<file path="src/blr_pkg.sv">
// Shared types and constants for the Bresenham line rasterizer.
// No dependencies; compile first.
`default_nettype none

package blr_pkg;

  localparam int ADDR_W    = 32;
  localparam int COLOR_W   = 16;
  localparam int ROW_SHIFT = 10;

  localparam logic [ADDR_W-1:0] FRAME_BASE_RESET = 32'hC800_0000;

  typedef enum logic {
    OP_START = 1'b0,
    OP_STEP  = 1'b1
  } op_t;

endpackage

`default_nettype wire

</file>
<file path="src/blr_in_if.sv">
// Command channel of the line rasterizer: start / step words with endpoints.
// Depends on blr_pkg.
`default_nettype none

interface blr_in_if import blr_pkg::*; #(
  parameter int X_BITS = 9,
  parameter int Y_BITS = 8
);
  logic               valid;
  logic               ready;
  op_t                op;
  logic [X_BITS-1:0]  x_from;
  logic [Y_BITS-1:0]  y_from;
  logic [X_BITS-1:0]  x_to;
  logic [Y_BITS-1:0]  y_to;
  logic [COLOR_W-1:0] color_in;

  modport source (
    output valid, op, x_from, y_from, x_to, y_to, color_in,
    input  ready
  );

  modport sink (
    input  valid, op, x_from, y_from, x_to, y_to, color_in,
    output ready
  );
endinterface

`default_nettype wire

</file>
<file path="src/blr_out_if.sv">
// Pixel channel of the line rasterizer: one word per plotted pixel.
// Depends on blr_pkg.
`default_nettype none

interface blr_out_if import blr_pkg::*; #(
  parameter int X_BITS = 9,
  parameter int Y_BITS = 8
);
  logic               valid;
  logic               ready;
  logic [X_BITS-1:0]  pixel_x;
  logic [Y_BITS-1:0]  pixel_y;
  logic [ADDR_W-1:0]  pixel_address;
  logic [COLOR_W-1:0] pixel_color;
  logic               last_pixel;

  modport source (
    output valid, pixel_x, pixel_y, pixel_address, pixel_color, last_pixel,
    input  ready
  );

  modport sink (
    input  valid, pixel_x, pixel_y, pixel_address, pixel_color, last_pixel,
    output ready
  );
endinterface

`default_nettype wire

</file>
<file path="src/bresenham_line_raster.sv">
// Bresenham line rasterizer top level: line state, step update, pixel register.
// Depends on blr_pkg, blr_in_if and blr_out_if.
//
//   channel   dir  handshake        word
//   in_chan   in   valid/ready      op, x_from, y_from, x_to, y_to, color_in
//   out_chan  out  valid/ready      pixel_x, pixel_y, pixel_address, pixel_color,
//                                   last_pixel
//   cfg_*     in   cfg_wr_en        cfg_wr_data -> frame_base
//
// One word per cycle unless out_chan stalls: a step word updates the line state
// in the cycle it is taken; its pixel is in the output register the next cycle.
// The cycle is set by the error add, compare and subtract plus the address add.
// A new word is taken whenever the output register is empty or being drained.
// Reset (synchronous, rst_n low) leaves the rasterizer idle, frame base at its
// default; step words while idle are consumed with no pixel.
`default_nettype none

module bresenham_line_raster import blr_pkg::*; #(
  parameter int X_BITS = 9,
  parameter int Y_BITS = 8
) (
  input  wire logic              clk,
  input  wire logic              rst_n,
  input  wire logic              cfg_wr_en,
  input  wire logic [ADDR_W-1:0] cfg_wr_data,
  blr_in_if.sink                 in_chan,
  blr_out_if.source              out_chan
);

  localparam int M_BITS = (X_BITS > Y_BITS) ? X_BITS : Y_BITS;
  localparam int E_BITS = M_BITS + 2;

  // line state
  logic [ADDR_W-1:0]        frame_base_r;
  logic                     active_r;
  logic                     steep_r;
  logic                     minor_dec_r;
  logic [M_BITS-1:0]        major_pos_r, major_pos_nxt;
  logic [M_BITS-1:0]        major_end_r, major_end_nxt;
  logic [M_BITS-1:0]        minor_pos_r, minor_pos_nxt;
  logic [M_BITS-1:0]        major_dlt_r, major_dlt_nxt;
  logic [M_BITS-1:0]        minor_dlt_r, minor_dlt_nxt;
  logic signed [E_BITS-1:0] err_r, err_nxt;
  logic [COLOR_W-1:0]       color_r;
  logic                     active_nxt, steep_nxt, minor_dec_nxt;

  // output register
  logic                     out_valid_r, out_valid_nxt;
  logic [X_BITS-1:0]        px_r;
  logic [Y_BITS-1:0]        py_r;
  logic [ADDR_W-1:0]        addr_r;
  logic [COLOR_W-1:0]       pcolor_r;
  logic                     last_r;

  logic in_acc;
  logic do_start;
  logic do_step;

  assign in_chan.ready = !out_valid_r || out_chan.ready;
  assign in_acc        = in_chan.valid && in_chan.ready;
  assign do_start      = in_acc && (in_chan.op == OP_START);
  assign do_step       = in_acc && (in_chan.op == OP_STEP) && active_r;

  // ---------------- start: set up the octant ----------------
  logic [M_BITS-1:0] xa, xb, ya, yb, dx, dy;
  logic [M_BITS-1:0] ma, mb, na, nb, m_lo, m_hi, n_lo, n_hi;
  logic              steep_s;

  always_comb begin
    xa = M_BITS'(in_chan.x_from);
    xb = M_BITS'(in_chan.x_to);
    ya = M_BITS'(in_chan.y_from);
    yb = M_BITS'(in_chan.y_to);
    dx = (xa > xb) ? (xa - xb) : (xb - xa);
    dy = (ya > yb) ? (ya - yb) : (yb - ya);
    steep_s = dy > dx;
    ma = steep_s ? ya : xa;
    na = steep_s ? xa : ya;
    mb = steep_s ? yb : xb;
    nb = steep_s ? xb : yb;
    // order so the major axis runs upward
    if (ma > mb) begin
      m_lo = mb; m_hi = ma; n_lo = nb; n_hi = na;
    end else begin
      m_lo = ma; m_hi = mb; n_lo = na; n_hi = nb;
    end
  end

  // ---------------- step: emit pixel, advance ----------------
  logic                     last_s;
  logic [X_BITS-1:0]        px_s;
  logic [Y_BITS-1:0]        py_s;
  logic [ADDR_W-1:0]        addr_s;
  logic signed [E_BITS-1:0] err_sum;
  logic                     bend;

  always_comb begin
    last_s  = major_pos_r == major_end_r;
    px_s    = steep_r ? X_BITS'(minor_pos_r) : X_BITS'(major_pos_r);
    py_s    = steep_r ? Y_BITS'(major_pos_r) : Y_BITS'(minor_pos_r);
    addr_s  = frame_base_r + (ADDR_W'(py_s) << ROW_SHIFT) + (ADDR_W'(px_s) << 1);
    err_sum = err_r + $signed({2'b00, minor_dlt_r});
    bend    = !err_sum[E_BITS-1] && (err_sum != '0);
  end

  always_comb begin
    active_nxt    = active_r;
    steep_nxt     = steep_r;
    minor_dec_nxt = minor_dec_r;
    major_pos_nxt = major_pos_r;
    major_end_nxt = major_end_r;
    minor_pos_nxt = minor_pos_r;
    major_dlt_nxt = major_dlt_r;
    minor_dlt_nxt = minor_dlt_r;
    err_nxt       = err_r;
    if (do_start) begin
      active_nxt    = 1'b1;
      steep_nxt     = steep_s;
      minor_dec_nxt = !(n_lo < n_hi);
      major_pos_nxt = m_lo;
      major_end_nxt = m_hi;
      minor_pos_nxt = n_lo;
      major_dlt_nxt = m_hi - m_lo;
      minor_dlt_nxt = (n_lo > n_hi) ? (n_lo - n_hi) : (n_hi - n_lo);
      err_nxt       = -$signed({2'b00, (m_hi - m_lo) >> 1});
    end else if (do_step) begin
      if (last_s) begin
        active_nxt = 1'b0;
      end else begin
        major_pos_nxt = major_pos_r + 1'b1;
        if (bend) begin
          minor_pos_nxt = minor_dec_r ? (minor_pos_r - 1'b1) : (minor_pos_r + 1'b1);
          err_nxt       = err_sum - $signed({2'b00, major_dlt_r});
        end else begin
          err_nxt = err_sum;
        end
      end
    end
  end

  always_comb begin
    if (in_acc) begin
      out_valid_nxt = do_step;
    end else if (out_chan.ready) begin
      out_valid_nxt = 1'b0;
    end else begin
      out_valid_nxt = out_valid_r;
    end
  end

  always_ff @(posedge clk) begin
    if (!rst_n) begin
      frame_base_r <= FRAME_BASE_RESET;
      active_r     <= 1'b0;
      out_valid_r  <= 1'b0;
    end else begin
      if (cfg_wr_en) begin
        frame_base_r <= cfg_wr_data;
      end
      active_r    <= active_nxt;
      out_valid_r <= out_valid_nxt;
    end
  end

  always_ff @(posedge clk) begin
    steep_r     <= steep_nxt;
    minor_dec_r <= minor_dec_nxt;
    major_pos_r <= major_pos_nxt;
    major_end_r <= major_end_nxt;
    minor_pos_r <= minor_pos_nxt;
    major_dlt_r <= major_dlt_nxt;
    minor_dlt_r <= minor_dlt_nxt;
    err_r       <= err_nxt;
    if (do_start) begin
      color_r <= in_chan.color_in;
    end
    if (do_step) begin
      px_r     <= px_s;
      py_r     <= py_s;
      addr_r   <= addr_s;
      pcolor_r <= color_r;
      last_r   <= last_s;
    end
  end

  assign out_chan.valid         = out_valid_r;
  assign out_chan.pixel_x       = px_r;
  assign out_chan.pixel_y       = py_r;
  assign out_chan.pixel_address = addr_r;
  assign out_chan.pixel_color   = pcolor_r;
  assign out_chan.last_pixel    = last_r;

  // ---------------- checks ----------------
  a_step_gives_pixel: assert property (@(posedge clk) disable iff (!rst_n)
    do_step |=> out_chan.valid)
    else $error("step on an active line gave no pixel");

  a_start_no_pixel: assert property (@(posedge clk) disable iff (!rst_n)
    do_start |=> (!out_chan.valid && active_r))
    else $error("start word left a pixel pending or the line idle");

  a_last_goes_idle: assert property (@(posedge clk) disable iff (!rst_n)
    (out_chan.valid && out_chan.last_pixel) |-> !active_r)
    else $error("line still active while its last pixel is shown");

  a_err_nonpositive: assert property (@(posedge clk) disable iff (!rst_n)
    active_r |-> (err_r[E_BITS-1] || (err_r == '0)))
    else $error("error term positive between steps");

endmodule

`default_nettype wire
</file>
<file path="src/flat_wrapper.sv">
// flat-port wrapper written by rule: the top's interface ports become plain ports
module bresenham_line_raster_flat import blr_pkg::*;
#(
  parameter int X_BITS = 9,
  parameter int Y_BITS = 8
)
  (clk, rst_n, cfg_wr_en, cfg_wr_data, in_chan_valid, in_chan_op, in_chan_x_from, in_chan_y_from, in_chan_x_to, in_chan_y_to, in_chan_color_in, in_chan_ready, out_chan_valid, out_chan_pixel_x, out_chan_pixel_y, out_chan_pixel_address, out_chan_pixel_color, out_chan_last_pixel, out_chan_ready);
  blr_in_if #(.X_BITS(X_BITS), .Y_BITS(Y_BITS)) in_chan_i ();
  blr_out_if #(.X_BITS(X_BITS), .Y_BITS(Y_BITS)) out_chan_i ();
  input  wire logic clk;
  input  wire logic rst_n;
  input  wire logic cfg_wr_en;
  input  wire logic [ADDR_W-1:0] cfg_wr_data;
  input wire logic [$bits(in_chan_i.valid)-1:0] in_chan_valid;
  input wire logic [$bits(in_chan_i.op)-1:0] in_chan_op;
  input wire logic [$bits(in_chan_i.x_from)-1:0] in_chan_x_from;
  input wire logic [$bits(in_chan_i.y_from)-1:0] in_chan_y_from;
  input wire logic [$bits(in_chan_i.x_to)-1:0] in_chan_x_to;
  input wire logic [$bits(in_chan_i.y_to)-1:0] in_chan_y_to;
  input wire logic [$bits(in_chan_i.color_in)-1:0] in_chan_color_in;
  output wire logic [$bits(in_chan_i.ready)-1:0] in_chan_ready;
  output wire logic [$bits(out_chan_i.valid)-1:0] out_chan_valid;
  output wire logic [$bits(out_chan_i.pixel_x)-1:0] out_chan_pixel_x;
  output wire logic [$bits(out_chan_i.pixel_y)-1:0] out_chan_pixel_y;
  output wire logic [$bits(out_chan_i.pixel_address)-1:0] out_chan_pixel_address;
  output wire logic [$bits(out_chan_i.pixel_color)-1:0] out_chan_pixel_color;
  output wire logic [$bits(out_chan_i.last_pixel)-1:0] out_chan_last_pixel;
  input wire logic [$bits(out_chan_i.ready)-1:0] out_chan_ready;
  assign in_chan_i.valid = in_chan_valid;
  assign in_chan_i.op = in_chan_op;
  assign in_chan_i.x_from = in_chan_x_from;
  assign in_chan_i.y_from = in_chan_y_from;
  assign in_chan_i.x_to = in_chan_x_to;
  assign in_chan_i.y_to = in_chan_y_to;
  assign in_chan_i.color_in = in_chan_color_in;
  assign in_chan_ready = in_chan_i.ready;
  assign out_chan_valid = out_chan_i.valid;
  assign out_chan_pixel_x = out_chan_i.pixel_x;
  assign out_chan_pixel_y = out_chan_i.pixel_y;
  assign out_chan_pixel_address = out_chan_i.pixel_address;
  assign out_chan_pixel_color = out_chan_i.pixel_color;
  assign out_chan_last_pixel = out_chan_i.last_pixel;
  assign out_chan_i.ready = out_chan_ready;
  bresenham_line_raster #(.X_BITS(X_BITS), .Y_BITS(Y_BITS)) u_core (.clk(clk), .rst_n(rst_n), .cfg_wr_en(cfg_wr_en), .cfg_wr_data(cfg_wr_data), .in_chan(in_chan_i), .out_chan(out_chan_i));
endmodule
</file>
<file path="config.mk">
export PLATFORM = sky130hd
export DESIGN_NAME = bresenham_line_raster_flat
export DESIGN_NICKNAME = d
export VERILOG_FILES = /design/src/blr_pkg.sv /design/src/blr_in_if.sv /design/src/blr_out_if.sv /design/src/bresenham_line_raster.sv /design/src/flat_wrapper.sv
export SDC_FILE = /design/constraint.sdc
export NUM_CORES = 1
export LEC_CHECK = 0
export ABC_CLOCK_PERIOD_IN_PS = 14900
export BUFFER_PORTS_ARGS = -buffer_cell sky130_fd_sc_hd__buf_2
export CAP_MARGIN = 20
export CORE_AREA = 4 4 211 213
export CTS_BUF_LIST = sky130_fd_sc_hd__clkbuf_16
export DETAILED_ROUTE_END_ITERATION = 16
export DIE_AREA = 0 0 215 217
export PLACE_DENSITY = 0.47
export SYNTH_ARGS = -nofsm -noshare
export SYNTH_HDL_FRONTEND = slang
export SYNTH_SLANG_ARGS = --single-unit
</file>
<file path="constraint.sdc">
create_clock -name clk -period 14.9 [get_ports clk]
set_input_delay 0.745 -clock clk [delete_from_list [all_inputs] [get_ports clk]]
set_output_delay 0.745 -clock clk [all_outputs]
set_load 0.1 [all_outputs]
</file>
==> results.ini <==
[logic_synthesis]
synthMuxAreaShare_pct=9.39
synth_fp_nets=1530
syn-cell-area_um2=12700
ys.flop_type=edfxtp_1
syn-instance-count=1321
yosys_warnings=0
ys_seq_area_share_pct=38.5
synth-compound-area-share_pct=14.3
synthXorXnorAreaFrac_pct=5.86
avgSynthCellArea_um2=9.59
ys_ff_latch=174
ys_types=77
synth_simple_gate_area_share_pct=13.6
async_reset_ff_share_pct=0
synth_fa_ha_area_share_pct=12.9
synth_top_family_by_area=compound AO/OA/AOI/OAI gates
synth-edff-count=140

[timing]
fin_setup_tns_ns=0
period_share_pct=79.4
fmax_ghz=0.0846
finalClockSkew_ns=0.0132
finalHoldViolations=0
rsz0062_at_grt=false
tightest_slew_ns=1.09
setup_viol=0
max-slew-margin-rel_pct=26.4
slew_viol_final=0
period_minus_slack_ns=11.82

[finish]
areaGrowthSynthToFinish_pct=15.6
stdcell_area_um2=14700
final_core_util_pct=34.3
nFillCells=4396
diodes=0
drive_gt1_share_pct=16.6
final_nets=1676

[job]
maxCapViolCount=0

[power]
ir_drop_v=0.000104
p_leak_nw=6.31
power.density_nw_per_um2=255

[setup_path]
cp_top_family=compound AO/OA/AOI/OAI gates
path_class=input pin to flop
critPathMaxFanout=58
critPathMostFrequentCell=o21ai_0
start_kind=input pin
cp_slowest_stage_delay_ns=0.78
cp-end-kind=flop
cp_num_buf_inv=5
cp_slowest_cell=o21ai_1
worst_ep_required_time_ns=15.08
critical_path_arrival_ns=12.01

[clocking]
insertion_delay_ns=0.43
cts_tree=yes
cts-root-buf=clkbuf_16
post_cts_buffers=0
numCtsBuffers=17
h-tree-depth=4
clockBufferDepth=2
cts_hold_buf=0
cts_resized=0
clk_pin_slew_worst_paths_ns=0.07
clock_sinks=174

[status]
status=finished, final reports clean

[grt]
grt_pass1_vias=9926
antenna_found_initial=0
grt_pass1_wl_um=55300
grt_start_max_net_pins=62
grt.total_usage_pct=14.9
overflow=0

[floorplanning]
start_util_pct=29.7
core_area_um2=42700
dieArea_um2=46700
ioPinCount=156
fp.dieW_um=215
core.rowCount=76
die_h_um=217

[route]
routed_wl_um=35300
avgRoutedWirePerCell_um=17.4
via_count=9763
drt_iter0_markers=496
drt-pass1-iter-count=5
drt_drc_violations_left=0
viasPerCell=4.82
antenna_left=0

[placement]
routabilityCongestion=0.885
dpl.hpwl_um=28200
port_buffers=155
placed_cell_area_um2=14100

[hold_path]
min_path_type=flop to flop

## worst paths after layout
path	depth (start not counted)	slack, ns	start	end
worst max-delay path	43	3.08	in_chan_x_to[1]	u_core.minor_dlt_r[8]
worst min-delay path	0	0.42	u_core.color_r[7]	u_core.out_chan.pixel_color[7]
worst max register to register	15	9.91	u_core.steep_r	u_core.out_chan.pixel_address[28]
worst min register to register	0	0.42	u_core.color_r[7]	u_core.out_chan.pixel_color[7]
## per-layer routing
metal	GRT usage (%)	up-vias	part of all wire [%]
met5	0	-	0
met4	3.65	0	1.4
met3	2.40	32	4.1
met2	24.9	224	47
met1	20.3	4537	48
li1	-	4970	-
## registers in the layout (all words and copies together) (netlist names), 8 cells and up
register,cells
u_core.minor_pos_r,9
u_core.major_pos_r,9
u_core.frame_base_r,32
u_core.major_dlt_r,9
u_core.out_chan.pixel_x,9
u_core.err_r,11
u_core.out_chan.pixel_address,32
u_core.out_chan.pixel_color,16
u_core.major_end_r,9
u_core.minor_dlt_r,9
u_core.color_r,16
u_core.out_chan.pixel_y,8
## logic make-up (layout without fill, tap and decap cells)
logic type      count (synthesis)  count (layout)
xor+xnor                       84              84
buf+inv                       179             338
simple gates                  360             360
compound gates                286             286
fa+ha+maj                     125             125
mux                           113             113
flops                         174             174
## worst reg2reg max path: cells and delay by family, from the launching register on
kind / cells / cell delay [ns]
AO/OA/AOI/OAI: 9 / 2.67
multiplexers: 1 / 0.40
adder cells (fa/ha/maj): 1 / 0.31
buffers and inverters: 1 / 0.10
XOR/XNOR: 1 / 0.19
flip-flops: 1 / 0.85
AND/OR/NAND/NOR: 2 / 0.23
## Yosys cell counts, types with 4 or more instances
library cell  number  share of area (%)
a211oi_1          15               0.89
a21boi_0          11               0.65
a21o_1            17                1.0
a21oi_1           80                3.2
a31oi_1            7               0.35
and2_1            11               0.54
and3_1            11               0.54
buf_1             10               0.30
clkbuf_1          25               0.74
dfxtp_1           34                5.4
edfxtp_1         140                 33
fa_1              10                1.6
ha_1             111                 11
inv_1            134                4.0
inv_2              5               0.15
maj3_1             4               0.32
mux2_2            22                2.0
mux2i_1           87                6.9
nand2_1          111                3.3
nand2b_1          11               0.54
nand3_1           28                1.1
nand4_1           12               0.59
nor2_1            93                2.8
nor2b_1           43                2.1
nor3_1            13               0.51
o211ai_1          20                1.2
o21a_1             4               0.24
o21ai_0           74                2.9
o21ai_1            5               0.20
o21bai_1           8               0.47
or2_2              6               0.30
or3_1              7               0.35
xnor2_1           59                4.1
xor2_1            24                1.7
## metrics by stage
stage	instances	setup WS, ns	hold slack (ns)	power [mW]
after floorplan	1321	4.69	0.400	2.70
after detailed placement	1994	2.70	0.405	3.31
after global placement	1992	2.58	0.402	3.29
after global routing	2026	1.81	0.423	4.11
after CTS	2026	3.16	0.418	3.76
final	2026	3.08	0.419	3.73
## area by class of cell
class,count,area [um2],area share (%)
clock buffers,17,425,2.90
clock inverters,15,140,0.957
inverters,140,526,3.59
multi-input cells,968,7130,48.7
flip-flops and latches,174,4880,33.3
well taps,546,683,4.66
repair buffers,166,862,5.88
## power by group
group | total [mW] | switching, mW | internal, mW
Clock | 0.431 | 0.198 | 0.233
Sequential | 0.777 | 0.0586 | 0.719
Combinational | 2.52 | 1.50 | 1.02
## cells in the final DEF (no fill, tap or decap), types with 7 or more instances in the layout
cell | synthesis | layout
nand2_1 | 111 | 111
dfxtp_1 | 34 | 34
nor2_1 | 93 | 93
nor2b_1 | 43 | 43
buf_2 | 1 | 155
a21oi_1 | 80 | 80
fa_1 | 10 | 10
mux2i_1 | 87 | 87
buf_4 | 1 | 10
inv_1 | 134 | 135
mux2_2 | 22 | 22
or3_1 | 7 | 7
o21ai_0 | 74 | 73
a211oi_1 | 15 | 14
ha_1 | 111 | 111
a21o_1 | 17 | 17
nand2b_1 | 11 | 11
and2_1 | 11 | 11
clkbuf_16 | 0 | 17
a31oi_1 | 7 | 7
xnor2_1 | 59 | 59
nor3_1 | 13 | 13
edfxtp_1 | 140 | 140
and3_1 | 11 | 11
a21boi_0 | 11 | 11
o21bai_1 | 8 | 8
xor2_1 | 24 | 24
nand4_1 | 12 | 12
nand3_1 | 28 | 28
o211ai_1 | 20 | 20
(Power assumes the default switching activity.)
